$ cat src/bcd_rtc_pkg.sv
// Shared widths, masks, status codes and helpers for the BCD clock register decoder.
// No dependencies.
`default_nettype none

package bcd_rtc_pkg;

    localparam int STATUS_W  = 2;
    localparam int YEAR_W    = 12;
    localparam int MONTH_W   = 4;
    localparam int DAY_W     = 5;
    localparam int HOUR_W    = 5;
    localparam int MINUTE_W  = 6;
    localparam int SECOND_W  = 6;

    localparam logic [STATUS_W-1:0] ST_OK    = 2'd0;
    localparam logic [STATUS_W-1:0] ST_RANGE = 2'd1;
    localparam logic [STATUS_W-1:0] ST_DAY   = 2'd2;

    localparam logic [YEAR_W-1:0] YEAR_BASE = 12'd2000;

    localparam logic [7:0] SEC_MASK   = 8'h7F;
    localparam logic [7:0] DATE_MASK  = 8'h3F;
    localparam logic [7:0] MONTH_MASK = 8'h1F;
    localparam logic [7:0] H12_MASK   = 8'h1F;
    localparam logic [7:0] H24_MASK   = 8'h3F;
    localparam int         H12_BIT    = 6;
    localparam int         PM_BIT     = 5;

    // Both nibbles must be decimal digits
    function automatic logic digits_ok(input logic [7:0] v);
        digits_ok = (v[3:0] <= 4'd9) && (v[7:4] <= 4'd9);
    endfunction

    // tens * 10 + ones, as tens*8 + tens*2 + ones
    function automatic logic [6:0] bcd_value(input logic [7:0] v);
        bcd_value = {v[7:4], 3'b000} + {2'b00, v[7:4], 1'b0} + {3'b000, v[3:0]};
    endfunction

    function automatic logic [4:0] month_days(input logic [3:0] m, input logic leap);
        logic [4:0] d;
        d = 5'd0;
        unique case (m)
            4'd2:                       d = leap ? 5'd29 : 5'd28;
            4'd4, 4'd6, 4'd9, 4'd11:    d = 5'd30;
            4'd1, 4'd3, 4'd5, 4'd7,
            4'd8, 4'd10, 4'd12:         d = 5'd31;
            default:                    d = 5'd0;
        endcase
        month_days = d;
    endfunction

endpackage

`default_nettype wire

$ cat src/bcd_rtc_time_decode_validate_top.sv
// BCD clock register decoder: three-stage pipeline from raw register bytes to binary date/time.
// Depends on bcd_rtc_pkg.
`default_nettype none

// Decodes one snapshot of six raw clock register bytes (seconds, minutes, hours, date,
// month, year) into binary date and time with a status code: 0 ok, 1 bad BCD digit or
// field out of range, 2 day outside the month. All date/time outputs are zero when the
// status is not ok. A snapshot is taken on every cycle in which start is high; busy is
// never raised, so a new snapshot may follow in every cycle. Each result passes the three
// register stages (digit check and BCD conversion, range check and month length, day check
// and year offset) and appears on o_valid for one cycle only, and must be captured then:
// there is no way to hold it.
module bcd_rtc_time_decode_validate_top (
    input  wire                                   i_clk,
    input  wire                                   i_rst_n,
    input  wire                                   start,
    output logic                                  busy,
    input  wire  [7:0]                            i_seconds_raw,
    input  wire  [7:0]                            i_minutes_raw,
    input  wire  [7:0]                            i_hours_raw,
    input  wire  [7:0]                            i_date_raw,
    input  wire  [7:0]                            i_month_raw,
    input  wire  [7:0]                            i_year_raw,
    output logic                                  o_valid,
    output logic [bcd_rtc_pkg::STATUS_W-1:0]      o_status,
    output logic [bcd_rtc_pkg::YEAR_W-1:0]        o_year,
    output logic [bcd_rtc_pkg::MONTH_W-1:0]       o_month,
    output logic [bcd_rtc_pkg::DAY_W-1:0]         o_day,
    output logic [bcd_rtc_pkg::HOUR_W-1:0]        o_hour,
    output logic [bcd_rtc_pkg::MINUTE_W-1:0]      o_minute,
    output logic [bcd_rtc_pkg::SECOND_W-1:0]      o_second
);
    import bcd_rtc_pkg::*;

    typedef struct packed {
        logic       digits_ok;
        logic       mode12;
        logic       pm;
        logic [6:0] sec;
        logic [6:0] min;
        logic [5:0] hour;
        logic [5:0] date;
        logic [4:0] mon;
        logic [6:0] yr;
    } t_s1;

    typedef struct packed {
        logic       range_err;
        logic [4:0] hour;
        logic [5:0] sec;
        logic [5:0] min;
        logic [3:0] mon;
        logic [5:0] date;
        logic [6:0] yr;
        logic [4:0] mdays;
    } t_s2;

    logic r_v1, r_v2, r_v3;
    t_s1  r_s1, n_s1;
    t_s2  r_s2, n_s2;

    logic [STATUS_W-1:0] r_status, n_status;
    logic [YEAR_W-1:0]   r_year;
    logic [MONTH_W-1:0]  r_month;
    logic [DAY_W-1:0]    r_day;
    logic [HOUR_W-1:0]   r_hour;
    logic [MINUTE_W-1:0] r_minute;
    logic [SECOND_W-1:0] r_second;

    assign busy = 1'b0;

    // Stage 1: mask flags, check digits, convert BCD
    always_comb begin
        logic [7:0] sec_m, min_m, date_m, mon_m, hr_m;
        logic       mode12;
        logic [6:0] hr_b, date_b, mon_b;
        sec_m  = i_seconds_raw & SEC_MASK;
        min_m  = i_minutes_raw & SEC_MASK;
        date_m = i_date_raw & DATE_MASK;
        mon_m  = i_month_raw & MONTH_MASK;
        mode12 = i_hours_raw[H12_BIT];
        hr_m   = i_hours_raw & (mode12 ? H12_MASK : H24_MASK);
        hr_b   = bcd_value(hr_m);
        date_b = bcd_value(date_m);
        mon_b  = bcd_value(mon_m);

        n_s1.digits_ok = digits_ok(sec_m) && digits_ok(min_m) && digits_ok(date_m)
                       && digits_ok(mon_m) && digits_ok(i_year_raw) && digits_ok(hr_m);
        n_s1.mode12 = mode12;
        n_s1.pm     = i_hours_raw[PM_BIT];
        n_s1.sec    = bcd_value(sec_m);
        n_s1.min    = bcd_value(min_m);
        n_s1.hour   = hr_b[5:0];
        n_s1.date   = date_b[5:0];
        n_s1.mon    = mon_b[4:0];
        n_s1.yr     = bcd_value(i_year_raw);
    end

    // Stage 2: range checks, 24-hour form, month length
    always_comb begin
        logic       hour_bad;
        logic [4:0] hour24;
        hour_bad = 1'b0;
        hour24   = r_s1.hour[4:0];
        if (r_s1.mode12) begin
            hour_bad = (r_s1.hour == 6'd0) || (r_s1.hour > 6'd12);
            hour24   = ((r_s1.hour == 6'd12) ? 5'd0 : r_s1.hour[4:0])
                     + (r_s1.pm ? 5'd12 : 5'd0);
        end else begin
            hour_bad = r_s1.hour > 6'd23;
        end

        n_s2.range_err = !r_s1.digits_ok || hour_bad || (r_s1.sec > 7'd59)
                       || (r_s1.min > 7'd59) || (r_s1.mon == 5'd0) || (r_s1.mon > 5'd12);
        n_s2.hour  = hour24;
        n_s2.sec   = r_s1.sec[5:0];
        n_s2.min   = r_s1.min[5:0];
        n_s2.mon   = r_s1.mon[3:0];
        n_s2.date  = r_s1.date;
        n_s2.yr    = r_s1.yr;
        // 2000..2099: leap exactly when the two-digit year is a multiple of four
        n_s2.mdays = month_days(r_s1.mon[3:0], r_s1.yr[1:0] == 2'b00);
    end

    // Stage 3: day check and final status
    always_comb begin
        if (r_s2.range_err) begin
            n_status = ST_RANGE;
        end else if (r_s2.date == 6'd0 || r_s2.date > {1'b0, r_s2.mdays}) begin
            n_status = ST_DAY;
        end else begin
            n_status = ST_OK;
        end
    end

    always_ff @(posedge i_clk) begin
        if (!i_rst_n) begin
            r_v1 <= 1'b0;
            r_v2 <= 1'b0;
            r_v3 <= 1'b0;
        end else begin
            r_v1 <= start;
            r_v2 <= r_v1;
            r_v3 <= r_v2;
        end
    end

    always_ff @(posedge i_clk) begin
        r_s1     <= n_s1;
        r_s2     <= n_s2;
        r_status <= n_status;
        if (n_status == ST_OK) begin
            r_year   <= YEAR_BASE + {5'b00000, r_s2.yr};
            r_month  <= r_s2.mon;
            r_day    <= r_s2.date[4:0];
            r_hour   <= r_s2.hour;
            r_minute <= r_s2.min;
            r_second <= r_s2.sec;
        end else begin
            r_year   <= '0;
            r_month  <= '0;
            r_day    <= '0;
            r_hour   <= '0;
            r_minute <= '0;
            r_second <= '0;
        end
    end

    assign o_valid  = r_v3;
    assign o_status = r_status;
    assign o_year   = r_year;
    assign o_month  = r_month;
    assign o_day    = r_day;
    assign o_hour   = r_hour;
    assign o_minute = r_minute;
    assign o_second = r_second;

`ifndef ASSERT_OFF
    a_latency: assert property (@(posedge i_clk) disable iff (!i_rst_n)
        (start && !busy) |-> ##3 o_valid)
        else $error("accepted snapshot did not produce a result after three cycles");

    a_no_phantom: assert property (@(posedge i_clk) disable iff (!i_rst_n)
        o_valid |-> $past(start, 3))
        else $error("result without a matching snapshot");

    a_zero_on_err: assert property (@(posedge i_clk) disable iff (!i_rst_n)
        (o_valid && o_status != ST_OK) |-> (o_year == '0 && o_month == '0 && o_day == '0
            && o_hour == '0 && o_minute == '0 && o_second == '0))
        else $error("fields not cleared on error status");

    a_ok_ranges: assert property (@(posedge i_clk) disable iff (!i_rst_n)
        (o_valid && o_status == ST_OK) |-> (o_month != '0 && o_month <= 4'd12
            && o_day != '0 && o_hour <= 5'd23 && o_minute <= 6'd59 && o_second <= 6'd59))
        else $error("ok status with out-of-range field");
`endif

endmodule

`default_nettype wire

$ cat config.mk
export PLATFORM = sky130hd
export DESIGN_NAME = bcd_rtc_time_decode_validate_top
export DESIGN_NICKNAME = d
export VERILOG_FILES = /design/src/bcd_rtc_pkg.sv /design/src/bcd_rtc_time_decode_validate_top.sv
export SDC_FILE = /design/constraint.sdc
export NUM_CORES = 1
export LEC_CHECK = 0
export BUFFER_PORTS_ARGS = -buffer_cell sky130_fd_sc_hd__buf_2
export CAP_MARGIN = 10
export CORE_UTILIZATION = 48
export CTS_BUF_LIST = sky130_fd_sc_hd__clkbuf_16
export CTS_CLUSTER_SIZE = 16
export DETAILED_ROUTE_END_ITERATION = 12
export GPL_TIMING_DRIVEN = 0
export PLACE_DENSITY = 0.71
export RECOVER_POWER = 100
export SYNTH_ARGS = -nofsm -noshare
export SYNTH_HDL_FRONTEND = slang
export SYNTH_SLANG_ARGS = --single-unit
$ cat constraint.sdc
create_clock -name i_clk -period 1.8 [get_ports i_clk]
set_input_delay 0.18 -clock i_clk [delete_from_list [all_inputs] [get_ports i_clk]]
set_output_delay 0.18 -clock i_clk [all_outputs]
set_load 0.005 [all_outputs]
==> metrics.txt, run 1 <==
# TYPE chip_impl_metric gauge
chip_impl_metric{name="post_synth.cell_area_avg",unit="sq um"} 12.1
chip_impl_metric{name="power.leakage",unit="nW"} 2.67
chip_impl_metric{name="grt_use_total",unit=""} 0.178
chip_impl_info{name="cts_root_buffer",value="sky130_fd_sc_hd__clkbuf_16"} 1
chip_impl_info{name="post-synth-top-area-cell",value="sky130_fd_sc_hd__dfxtp_1"} 1
chip_impl_metric{name="clk-insertion-delay-late",unit="ns"} 0.40
chip_impl_metric{name="cp_max_fo",unit=""} 6
chip_impl_metric{name="cts_bufs_inserted",unit=""} 17
chip_impl_metric{name="yosys_warnings",unit=""} 0
chip_impl_metric{name="portBuffers",unit=""} 83
chip_impl_metric{name="utilization",unit=""} 0.679
chip_impl_metric{name="core-area",unit="sq um"} 8300
chip_impl_metric{name="vias_in_the_first_global_route",unit=""} 2639
chip_impl_metric{name="drv.max_cap_violation_count",unit=""} 0
chip_impl_metric{name="route.final.wire_length",unit="um"} 7370
chip_impl_metric{name="timing.final.crit_period",unit="ns"} 1.81
chip_impl_metric{name="finalCritPeriodShare",unit=""} 1.00
chip_impl_metric{name="detailedRoute.firstIterationViolations",unit=""} 116
chip_impl_metric{name="h-tree-depth",unit=""} 4
chip_impl_metric{name="synth_largest_type_area_fraction",unit=""} 0.578
chip_impl_info{name="tritoncts_clock_tree",value="done"} 1
chip_impl_metric{name="post_synth_arst_share",unit=""} 0
chip_impl_metric{name="post_route_cells_drive_above_1_share",unit=""} 0.222
chip_impl_info{name="crit_path_start",value="r_s2[3]$_DFF_P_"} 1
chip_impl_metric{name="seq_area_frac_synth",unit=""} 0.578
chip_impl_metric{name="wire_length_of_the_first_global_routing_pass",unit="um"} 12000
chip_impl_info{name="hp-class",value="primary input to flop"} 1
chip_impl_metric{name="timing.critical_path.required",unit="ns"} 2.09
chip_impl_metric{name="via_count",unit=""} 2731
chip_impl_metric{name="detailedPlacementHpwl",unit="um"} 5190
chip_impl_metric{name="ir_drop",unit="mV"} 0.713
chip_impl_info{name="crit-reg2reg-launch",value="r_s2[3]$_DFF_P_"} 1
chip_impl_metric{name="iteration_count_of_the_initial_detailed_routing_pass",unit=""} 4
chip_impl_metric{name="power.total",unit="W"} 0.00777
chip_impl_metric{name="synth_seq_cells",unit=""} 120
chip_impl_metric{name="setup_violations",unit=""} 2
chip_impl_metric{name="grt_overflow_total",unit=""} 0
chip_impl_metric{name="deepest_clock_path_buffer_count",unit=""} 2
chip_impl_metric{name="gp_congestion",unit=""} 0.814
chip_impl_info{name="synthMostInstantiatedCell",value="sky130_fd_sc_hd__dfxtp_1"} 1
chip_impl_metric{name="postSynthNetCount",unit=""} 439
chip_impl_metric{name="r2r_setup_slk",unit="ns"} -0.008
chip_impl_metric{name="io_pins",unit=""} 93
chip_impl_info{name="holdCritStartpoint",value="i_date_raw[4]"} 1
chip_impl_metric{name="remaining_drc_errors",unit=""} 0
chip_impl_info{name="timing_worst_setup_path_type",value="flop to flop"} 1
chip_impl_metric{name="timing_max_transition_violations_final",unit=""} 0
chip_impl_metric{name="antenna_viol_nets_final",unit=""} 0
chip_impl_info{name="failing_checks",value="setup timing"} 1
chip_impl_metric{name="area_grow_syn2layout",unit="%"} 35.5
chip_impl_metric{name="layout.nets",unit=""} 559
chip_impl_metric{name="timing.clock.skew",unit="ns"} 0.0117
chip_impl_metric{name="fp-row-count",unit=""} 33
chip_impl_metric{name="number_of_inserted_diodes",unit=""} 0
chip_impl_metric{name="tritoncts_num_sinks",unit=""} 120
chip_impl_metric{name="grt_max_degree",unit=""} 17
chip_impl_metric{name="detail_route.vias_per_cell",unit=""} 4.68
chip_impl_metric{name="floorplan.die_area",unit="sq um"} 9040
chip_impl_metric{name="cp.arrival",unit="ns"} 2.10
chip_impl_metric{name="synth_cell_types",unit=""} 40
chip_impl_metric{name="timing.final.hold_violations",unit=""} 0
chip_impl_metric{name="clkTransAtPathRegs",unit="ns"} 0.06
chip_impl_metric{name="initial_antenna_violation_count",unit=""} 0
chip_impl_metric{name="synth_edf_count",unit=""} 0
chip_impl_metric{name="max_freq",unit="MHz"} 553
chip_impl_metric{name="layout_setup_ws",unit="ns"} -0.00759
chip_impl_info{name="end_kind",value="flop"} 1
chip_impl_info{name="postSynth.topFlopCell",value="sky130_fd_sc_hd__dfxtp_1"} 1
chip_impl_metric{name="initial_utilization",unit=""} 0.501
chip_impl_metric{name="synth_cells",unit=""} 345
chip_impl_info{name="synthTopCellsByCount",value="sky130_fd_sc_hd__dfxtp_1, sky130_fd_sc_hd__inv_1, sky130_fd_sc_hd__ha_1"} 1
chip_impl_info{name="grt_setup_unrepaired",value="true"} 1
chip_impl_metric{name="p_per_area",unit="nW/um^2"} 1380
chip_impl_info{name="worstSetupStartpointType",value="flop"} 1
chip_impl_info{name="synthTopCellsByArea",value="sky130_fd_sc_hd__dfxtp_1, sky130_fd_sc_hd__ha_1, sky130_fd_sc_hd__and4b_1"} 1
chip_impl_metric{name="avgRoutedWirePerCell",unit="um"} 12.6
chip_impl_info{name="result_of_the_run",value="finished with violations"} 1
chip_impl_metric{name="die-height",unit="um"} 95.1
chip_impl_metric{name="post_synth_instance_area",unit="sq um"} 4160
chip_impl_metric{name="chipWidth",unit="um"} 95.1
-- layout make-up --
| cell class | instances | area [sq um] |
|---|---|---|
| multi-input combinational | 169 | 1600 |
| tap | 105 | 131 |
| clock buffer | 17 | 425 |
| inverter | 41 | 156 |
| buffer | 15 | 83.8 |
| timing repair buffer | 101 | 546 |
| fill | 620 | 2670 |
| sequential | 120 | 2410 |
| clock inverter | 15 | 280 |
-- state kept, by name, indices dropped and copies added (netlist names) --
name      count
r_v1          1
o_year       10
o_month       4
o_day         5
o_hour        5
o_second      6
o_status      2
r_s1         12
o_minute      6
n_s2         29
r_s2         38
r_v2          1
o_valid       1
-- repair_timing --
item | in CTS | in global routing
setup buffers | 1 | 0
setup endpoints to repair | 19 | 25
endpoints found under the hold margin | 15 | 0
pin swaps | 5 | 12
gates cloned | 2 | 0
gates resized for setup | 13 | 9
hold buffers | 15 | 0
-- metrics by stage --
stage	hold WS, ns	area (sq um)	std cells	TNS [ns]	setup WS, ns
floorplan	0.208	4160	345	0	0.0332
finish	0.0237	5630	583	-0.0113	-0.00759
detailed placement	0.285	4700	533	-0.999	-0.137
global route	0.00972	5630	583	-0.790	-0.0713
CTS	0.00413	5640	583	-0.0112	-0.00580
global placement	0.283	4700	533	-0.606	-0.118
-- routing by layer --
layer / wire [um] / track usage / vias up / part of all wire
met5: 0 / 0 / - / 0
met4: 46 / 0.0758 / 0 / 0.0062
met3: 387 / 0.0646 / 2 / 0.052
met2: 3450 / 0.286 / 73 / 0.47
met1: 3490 / 0.214 / 1243 / 0.47
li1: - / - / 1413 / -
-- cells in the final DEF (no fill, tap or decap), drive strengths merged --
cell         count
clkbuf          61
and3             1
o211a            1
a31o             2
nand4            4
and4b           29
fa               9
a21boi           1
xor2             2
dlygate4sd3     15
and2             3
a21oi           15
nor2            10
nor3             3
a211oi           1
nand3            2
a2111oi          3
nand2b           2
conb             1
dfxtp          120
a21o             6
nor4             4
o21ai           10
o21a             1
mux2             1
o211ai           1
a31oi            1
nand2            5
buf             57
bufinv           8
xnor2           11
ha              34
clkinvlp         3
nor3b            4
nor2b            1
inv             42
clkinv           3
or4b             1
-- final timing paths --
check                                         endpoint  cells past startpoint
worst max-delay path            o_minute[2]$_SDFF_PP0_                      8
worst max register to register  o_minute[2]$_SDFF_PP0_                      8
worst min register to register        r_s2[16]$_DFF_P_                      0
worst min-delay path                  n_s2[13]$_DFF_P_                      2
-- report_power, final --
group / leakage [nW] / switching, W / internal (W)
clock: 0.338 / 0.00111 / 0.00286
combinational: 1.34 / 0.000361 / 0.000366
sequential: 0.995 / 0.000144 / 0.00293
total: 2.67 / 0.00162 / 0.00615
-- logic make-up after synthesis --
kind of cell             synth area share
other                            0.000902
buffers and inverters              0.0572
adder cells (fa/ha/maj)             0.146
AND/OR/NAND/NOR                     0.124
multiplexers                      0.00271
flip-flops                          0.578
AO/OA/AOI/OAI                      0.0641
XOR/XNOR                           0.0274
-- worst max-delay path, stage by stage (launching register included) --
cell	delay, ns
sky130_fd_sc_hd__dfxtp_2	0.34
sky130_fd_sc_hd__inv_4	0.06
sky130_fd_sc_hd__ha_4	0.27
sky130_fd_sc_hd__and4b_1	0.23
sky130_fd_sc_hd__o21ai_2	0.10
sky130_fd_sc_hd__a31o_4	0.25
sky130_fd_sc_hd__buf_6	0.13
sky130_fd_sc_hd__buf_6	0.12
sky130_fd_sc_hd__and4b_1	0.18
(Power assumes the default switching activity.)
==> inputs of run 2 (changes only) <==
--- a/config.mk
+++ b/config.mk
@@ -14,6 +14,7 @@
 export GPL_TIMING_DRIVEN = 0
 export PLACE_DENSITY = 0.71
 export RECOVER_POWER = 100
+export REMOVE_ABC_BUFFERS = 1
 export SYNTH_ARGS = -nofsm -noshare
 export SYNTH_HDL_FRONTEND = slang
 export SYNTH_SLANG_ARGS = --single-unit
==> metrics.txt, run 2 (synthesis results as in run 1) <==
# TYPE chip_impl_metric gauge
chip_impl_metric{name="io_pins",unit=""} 93
chip_impl_metric{name="slew_headroom",unit=""} 0.167
chip_impl_metric{name="timing.final.hold_violations",unit=""} 0
chip_impl_metric{name="deepest_clock_path_buffer_count",unit=""} 2
chip_impl_info{name="cpMaxStageDelayCell",value="sky130_fd_sc_hd__a2111oi_2"} 1
chip_impl_metric{name="timing.reg2reg.worst_path_depth",unit=""} 6
chip_impl_metric{name="gp_congestion",unit=""} 0.842
chip_impl_info{name="result_of_the_run",value="complete, no violations"} 1
chip_impl_metric{name="die-height",unit="um"} 95.1
chip_impl_metric{name="initial_utilization",unit=""} 0.501
chip_impl_metric{name="core-area",unit="sq um"} 8300
chip_impl_metric{name="initial_antenna_violation_count",unit=""} 0
chip_impl_metric{name="grt_use_total",unit=""} 0.180
chip_impl_metric{name="clk-insertion-delay-late",unit="ns"} 0.41
chip_impl_metric{name="route.final.wire_length",unit="um"} 8030
chip_impl_metric{name="max_stage_delay",unit="ns"} 0.37
chip_impl_metric{name="r2r_setup_slk",unit="ns"} 0.01
chip_impl_info{name="final_cell_mix",value="sky130_fd_sc_hd__dfxtp_1, sky130_fd_sc_hd__buf_2, sky130_fd_sc_hd__inv_1, sky130_fd_sc_hd__clkbuf_1, sky130_fd_sc_hd__ha_1"} 1
chip_impl_metric{name="avgRoutedWirePerCell",unit="um"} 14.0
chip_impl_metric{name="grt_overflow_total",unit=""} 0
chip_impl_metric{name="tritoncts_num_sinks",unit=""} 120
chip_impl_metric{name="vias_in_the_first_global_route",unit=""} 2620
chip_impl_metric{name="number_of_flip_flops_in_the_largest_register",unit=""} 38
chip_impl_info{name="cpLargestDelayFamily",value="simple AND/OR/NAND/NOR gates"} 1
chip_impl_metric{name="portBuffers",unit=""} 83
chip_impl_metric{name="remaining_drc_errors",unit=""} 0
chip_impl_metric{name="number_of_inserted_diodes",unit=""} 0
chip_impl_metric{name="worstMarginPinSlew",unit="ns"} 1.25
chip_impl_info{name="regMostFlops",value="r_s2"} 1
chip_impl_metric{name="antenna_viol_nets_final",unit=""} 0
chip_impl_metric{name="wire_length_of_the_first_global_routing_pass",unit="um"} 11900
chip_impl_metric{name="grt_max_degree",unit=""} 39
chip_impl_metric{name="nFillCells",unit=""} 626
chip_impl_info{name="critical_path.cell_chain",value="inv_2 -> ha_1 -> and4b_2 -> and3_4 -> a31oi_4 -> a2111oi_2"} 1
chip_impl_metric{name="critical_path_buf_inv_count",unit=""} 1
chip_impl_metric{name="floorplan.die_area",unit="sq um"} 9040
chip_impl_metric{name="power.leakage",unit="nW"} 2.62
chip_impl_metric{name="finalCritPeriodShare",unit=""} 0.993
chip_impl_metric{name="placed_cell_area",unit="sq um"} 4620
chip_impl_info{name="most_common_library_cell_in_the_layout_ignoring_fill_and_taps",value="sky130_fd_sc_hd__dfxtp_1"} 1
chip_impl_metric{name="fp-row-count",unit=""} 33
chip_impl_metric{name="ir_drop",unit="mV"} 0.687
chip_impl_metric{name="timing.final.crit_period",unit="ns"} 1.79
chip_impl_metric{name="cp.arrival",unit="ns"} 2.08
chip_impl_metric{name="timing.clock.skew",unit="ns"} 0.0157
chip_impl_metric{name="timing_max_transition_violations_final",unit=""} 0
chip_impl_info{name="cts_root_buffer",value="sky130_fd_sc_hd__clkbuf_16"} 1
chip_impl_metric{name="max_freq",unit="MHz"} 559
chip_impl_metric{name="timing.critical_path.depth",unit=""} 6
chip_impl_info{name="hp-class",value="primary input to flop"} 1
chip_impl_metric{name="detailedPlacementHpwl",unit="um"} 5040
chip_impl_metric{name="setup_violations",unit=""} 0
chip_impl_metric{name="iteration_count_of_the_initial_detailed_routing_pass",unit=""} 5
chip_impl_metric{name="timing.critical_path.required",unit="ns"} 2.09
chip_impl_metric{name="layout.nets",unit=""} 550
chip_impl_metric{name="area_grow_syn2layout",unit="%"} 33.0
chip_impl_metric{name="detail_route.vias_per_cell",unit=""} 4.90
chip_impl_metric{name="cp_max_fo",unit=""} 8
chip_impl_info{name="tritoncts_clock_tree",value="done"} 1
chip_impl_info{name="end_kind",value="flop"} 1
chip_impl_metric{name="final_design_area_no_fill",unit="sq um"} 5530
chip_impl_metric{name="via_count",unit=""} 2811
chip_impl_metric{name="chipWidth",unit="um"} 95.1
chip_impl_metric{name="drv.max_cap_violation_count",unit=""} 0
chip_impl_info{name="worstSetupStartpointType",value="flop"} 1
chip_impl_info{name="timing_worst_setup_path_type",value="flop to flop"} 1
chip_impl_metric{name="h-tree-depth",unit=""} 4
chip_impl_metric{name="p_per_area",unit="nW/um^2"} 1290
chip_impl_metric{name="cts_bufs_inserted",unit=""} 17
chip_impl_metric{name="worstHoldPathCells",unit=""} 3
chip_impl_info{name="grt_setup_unrepaired",value="true"} 1
chip_impl_metric{name="clkTransAtPathRegs",unit="ns"} 0.06
chip_impl_metric{name="detailedRoute.firstIterationViolations",unit=""} 86
chip_impl_metric{name="post_route_cells_drive_above_1_share",unit=""} 0.217
chip_impl_metric{name="fin_tns_setup",unit="ns"} 0
==> run 2: where the power goes <==
group	switching, W	internal [W]
registers	0.000128	0.00292
clock network	0.00125	0.00206
logic	0.000410	0.000365
total	0.00179	0.00535
==> run 2: worst reg2reg max path: stages, from the launching register on <==
cell                        delay, ns
sky130_fd_sc_hd__dfxtp_1         0.32
sky130_fd_sc_hd__inv_2           0.07
sky130_fd_sc_hd__ha_1            0.30
sky130_fd_sc_hd__and4b_2         0.28
sky130_fd_sc_hd__and3_4          0.25
sky130_fd_sc_hd__a31oi_4         0.09
sky130_fd_sc_hd__a2111oi_2       0.37
==> run 2: final cells by class <==
class | count | area (sq um) | area share
Inverter | 41 | 154 | 0.0278
Timing Repair Buffer | 105 | 582 | 0.105
Tap cell | 105 | 131 | 0.0238
Sequential cell | 120 | 2400 | 0.434
Multi-Input combinational cell | 171 | 1670 | 0.302
Clock inverter | 15 | 168 | 0.0303
Clock buffer | 17 | 425 | 0.0769
==> run 2: path summary, 6_finish.rpt <==
check | startpoint | endpoint
hold reg to reg | n_s2[7]$_DFF_P_ | r_s2[7]$_DFF_P_
hold / removal | i_seconds_raw[6] | r_s1[37]$_DFF_P_
setup reg to reg | r_s2[3]$_DFF_P_ | o_year[11]$_SDFF_PP0_
setup / recovery | r_s2[3]$_DFF_P_ | o_year[11]$_SDFF_PP0_
==> run 2: metrics by stage <==
step | power [W] | instances | setup WS, ns | util | hold slack, ns
finish | 0.00714 | 574 | 0.0122 | 0.666 | 0.0277
global route | 0.00742 | 574 | -0.0659 | 0.666 | 0.0240
CTS | 0.00704 | 569 | -0.00637 | 0.656 | 0.0143
detailed placement | 0.00365 | 518 | -0.394 | 0.557 | 0.284
global placement | 0.00362 | 518 | -0.340 | 0.557 | 0.283
floorplan | 0.00344 | 330 | 0.0332 | - | 0.208
==> run 2: metal layers <==
layer,wire [um],global-route usage
met5,0,0
met4,162,0.102
met3,342,0.0590
met2,4220,0.315
met1,3300,0.188
==> run 2: what timing repair did <==
item	CTS	global route
cloned	0	2
hold buffers	19	0
pin swaps	2	4
buffers inserted	0	3
setup endpoints to repair	32	32
resized for setup	9	14
endpoints found under the hold margin	17	0
==> inputs of run 3 (changes only) <==
--- a/config.mk
+++ b/config.mk
@@ -7,12 +7,12 @@
 export LEC_CHECK = 0
 export BUFFER_PORTS_ARGS = -buffer_cell sky130_fd_sc_hd__buf_2
 export CAP_MARGIN = 10
-export CORE_UTILIZATION = 48
+export CORE_UTILIZATION = 35
 export CTS_BUF_LIST = sky130_fd_sc_hd__clkbuf_16
 export CTS_CLUSTER_SIZE = 16
 export DETAILED_ROUTE_END_ITERATION = 12
 export GPL_TIMING_DRIVEN = 0
-export PLACE_DENSITY = 0.71
+export PLACE_DENSITY = 0.54
 export RECOVER_POWER = 100
 export REMOVE_ABC_BUFFERS = 1
 export SYNTH_ARGS = -nofsm -noshare
==> metrics.txt, run 3 (synthesis results as in run 1) <==
# TYPE chip_impl_metric gauge
chip_impl_metric{name="r2r_setup_slk",unit="ns"} -0.03
chip_impl_metric{name="initial_utilization",unit=""} 0.361
chip_impl_metric{name="chipWidth",unit="um"} 111
chip_impl_metric{name="avgRoutedWirePerCell",unit="um"} 13.0
chip_impl_metric{name="utilization",unit=""} 0.482
chip_impl_metric{name="fp-row-count",unit=""} 39
chip_impl_metric{name="wire_length_of_the_first_global_routing_pass",unit="um"} 12400
chip_impl_metric{name="antenna_viol_nets_final",unit=""} 0
chip_impl_metric{name="timing_max_transition_violations_final",unit=""} 0
chip_impl_metric{name="setup_violations",unit=""} 1
chip_impl_info{name="regMostFlops",value="r_s2"} 1
chip_impl_metric{name="route.final.wire_length",unit="um"} 7960
chip_impl_info{name="cts_root_buffer",value="sky130_fd_sc_hd__clkbuf_16"} 1
chip_impl_info{name="holdCritStartpoint",value="i_year_raw[1]"} 1
chip_impl_metric{name="detail_route.vias_per_cell",unit=""} 4.44
chip_impl_metric{name="io_pins",unit=""} 93
chip_impl_metric{name="h-tree-depth",unit=""} 4
chip_impl_info{name="worstSetupStartpointType",value="flop"} 1
chip_impl_info{name="grt_setup_unrepaired",value="true"} 1
chip_impl_info{name="most_common_library_cell_in_the_layout_ignoring_fill_and_taps",value="sky130_fd_sc_hd__dfxtp_1"} 1
chip_impl_metric{name="layout_setup_ws",unit="ns"} -0.0322
chip_impl_metric{name="die-height",unit="um"} 111
chip_impl_metric{name="initial_antenna_violation_count",unit=""} 0
chip_impl_info{name="result_of_the_run",value="finished with violations"} 1
chip_impl_metric{name="detailedRoute.firstIterationViolations",unit=""} 100
chip_impl_metric{name="deepest_clock_path_buffer_count",unit=""} 2
chip_impl_metric{name="ir_drop",unit="mV"} 0.666
chip_impl_metric{name="grt_use_total",unit=""} 0.134
chip_impl_metric{name="vias_in_the_first_global_route",unit=""} 2651
chip_impl_metric{name="layout.nets",unit=""} 551
chip_impl_metric{name="via_count",unit=""} 2706
chip_impl_info{name="timing_worst_setup_path_type",value="flop to flop"} 1
chip_impl_metric{name="finalCritPeriodShare",unit=""} 1.02
chip_impl_metric{name="drv.max_cap_violation_count",unit=""} 0
chip_impl_metric{name="grt_overflow_total",unit=""} 0
chip_impl_metric{name="post_route_cells_drive_above_1_share",unit=""} 0.236
chip_impl_info{name="hp-class",value="primary input to flop"} 1
chip_impl_metric{name="tritoncts_num_sinks",unit=""} 120
chip_impl_info{name="final_cell_mix",value="sky130_fd_sc_hd__dfxtp_1, sky130_fd_sc_hd__buf_2, sky130_fd_sc_hd__inv_1, sky130_fd_sc_hd__ha_1, sky130_fd_sc_hd__and4b_1"} 1
chip_impl_metric{name="timing.critical_path.required",unit="ns"} 2.09
chip_impl_info{name="crit-reg2reg-launch",value="r_s2[3]$_DFF_P_"} 1
chip_impl_metric{name="p_per_area",unit="nW/um^2"} 1220
chip_impl_metric{name="area_grow_syn2layout",unit="%"} 33.6
chip_impl_metric{name="cp.arrival",unit="ns"} 2.12
chip_impl_metric{name="floorplan.die_area",unit="sq um"} 12300
chip_impl_metric{name="cts_bufs_inserted",unit=""} 17
chip_impl_info{name="min_to",value="n_s2[6]$_DFF_P_"} 1
chip_impl_info{name="crit_path_start",value="r_s2[3]$_DFF_P_"} 1
chip_impl_metric{name="timing.final.crit_period",unit="ns"} 1.83
chip_impl_metric{name="timing.reg2reg.worst_path_depth",unit=""} 7
chip_impl_metric{name="slew_headroom",unit=""} 0.111
chip_impl_info{name="end_kind",value="flop"} 1
chip_impl_metric{name="detailedPlacementHpwl",unit="um"} 5260
chip_impl_metric{name="number_of_inserted_diodes",unit=""} 0
chip_impl_metric{name="nFillCells",unit=""} 1078
chip_impl_metric{name="clk-insertion-delay-late",unit="ns"} 0.40
chip_impl_info{name="r2r_end",value="o_year[4]$_SDFF_PP0_"} 1
chip_impl_metric{name="max_freq",unit="MHz"} 546
chip_impl_metric{name="worstHoldPathCells",unit=""} 2
chip_impl_metric{name="timing.final.hold_violations",unit=""} 0
chip_impl_metric{name="timing.clock.skew",unit="ns"} 0.00484
chip_impl_metric{name="remaining_drc_errors",unit=""} 8
chip_impl_metric{name="gp_congestion",unit=""} 0.756
chip_impl_info{name="failing_checks",value="DRC, setup timing"} 1
chip_impl_metric{name="grt_max_degree",unit=""} 39
chip_impl_metric{name="power.leakage",unit="nW"} 2.65
chip_impl_info{name="tritoncts_clock_tree",value="done"} 1
chip_impl_metric{name="portBuffers",unit=""} 83
chip_impl_metric{name="dp_slack",unit="ns"} -0.418
chip_impl_metric{name="cp_max_fo",unit=""} 8
chip_impl_metric{name="clkTransAtPathRegs",unit="ns"} 0.05
chip_impl_metric{name="worstMarginPinSlew",unit="ns"} 1.33
chip_impl_metric{name="number_of_flip_flops_in_the_largest_register",unit=""} 38
chip_impl_metric{name="iteration_count_of_the_initial_detailed_routing_pass",unit=""} 8
chip_impl_metric{name="core-area",unit="sq um"} 11500
[run 3: cell count changes in the layout (fill, tap and decap cells not counted), sizes merged]
cell / delta
a31o: -1
buf: +13
bufinv: -1
clkbuf: -14
clkinv: -1
clkinvlp: +2
dlygate4sd3: +3
inv: -3
[run 3: critical path, cell delays in order (launching register included)]
cell                        delay [ns]
sky130_fd_sc_hd__dfxtp_1          0.32
sky130_fd_sc_hd__inv_2            0.07
sky130_fd_sc_hd__ha_4             0.29
sky130_fd_sc_hd__and4b_2          0.28
sky130_fd_sc_hd__and3_4           0.24
sky130_fd_sc_hd__a31oi_4          0.05
sky130_fd_sc_hd__buf_12           0.17
sky130_fd_sc_hd__a2111oi_4        0.31
[run 3: layout make-up]
type / instances / area, sq um / share of cell area
flip-flops and latches: 120 / 2400 / 0.433
multi-input cells: 170 / 1660 / 0.299
repair buffers: 107 / 637 / 0.115
clock buffers: 17 / 425 / 0.0766
well taps: 143 / 179 / 0.0322
inverters: 41 / 154 / 0.0277
clock inverters: 12 / 91.3 / 0.0164
[run 3: worst max-delay path by stage]
| stage | slack [ns] | endpoint | cells past startpoint |
|---|---|---|---|
| 2_1_floorplan | 0.03 | n_s2[11]$_DFF_P_ | 7 |
| 3_3_place_gp | -0.41 | o_year[5]$_SDFF_PP0_ | 5 |
| 3_5_place_dp | -0.42 | o_year[5]$_SDFF_PP0_ | 5 |
| 4_1_cts | -0.01 | o_year[4]$_SDFF_PP0_ | 5 |
| 5_1_grt | -0.12 | o_year[4]$_SDFF_PP0_ | 7 |
| 6_report | -0.03 | o_year[4]$_SDFF_PP0_ | 7 |
[run 3: layer usage]
layer / routed length (um) / part of all wire / track usage
met2: 3970 / 0.50 / 0.221
met3: 347 / 0.044 / 0.0448
met4: 153 / 0.019 / 0.0795
met1: 3490 / 0.44 / 0.150
met5: 0 / 0 / 0
[run 3: repair_timing]
action,in CTS,in global routing
hold endpoints to repair,19,0
pin swaps,4,7
setup buffers,0,2
resized for setup,9,18
hold buffers,22,0
gates cloned,0,1
setup endpoints to repair,32,38
[run 3: report_power, final]
| part | switching (W) | total [W] | internal [W] |
|---|---|---|---|
| clock | 0.00108 | 0.00292 | 0.00184 |
| combinational | 0.000401 | 0.000776 | 0.000375 |
| sequential | 0.000128 | 0.00305 | 0.00293 |
| total | 0.00161 | 0.00675 | 0.00514 |
[run 3: per-stage QoR]
stage / area (sq um) / total power (W) / TNS [ns] / hold WS, ns / std cells
2_1_floorplan: 4070 / 0.00344 / 0 / 0.208 / 330
3_3_place_gp: 4670 / 0.00364 / -11.23 / 0.284 / 556
3_5_place_dp: 4670 / 0.00367 / -11.32 / 0.284 / 556
4_1_cts: 5440 / 0.00669 / -0.0193 / 0.0100 / 607
5_1_grt: 5550 / 0.00708 / -0.302 / 0.0269 / 610
6_report: 5550 / 0.00675 / -0.0322 / 0.0237 / 610
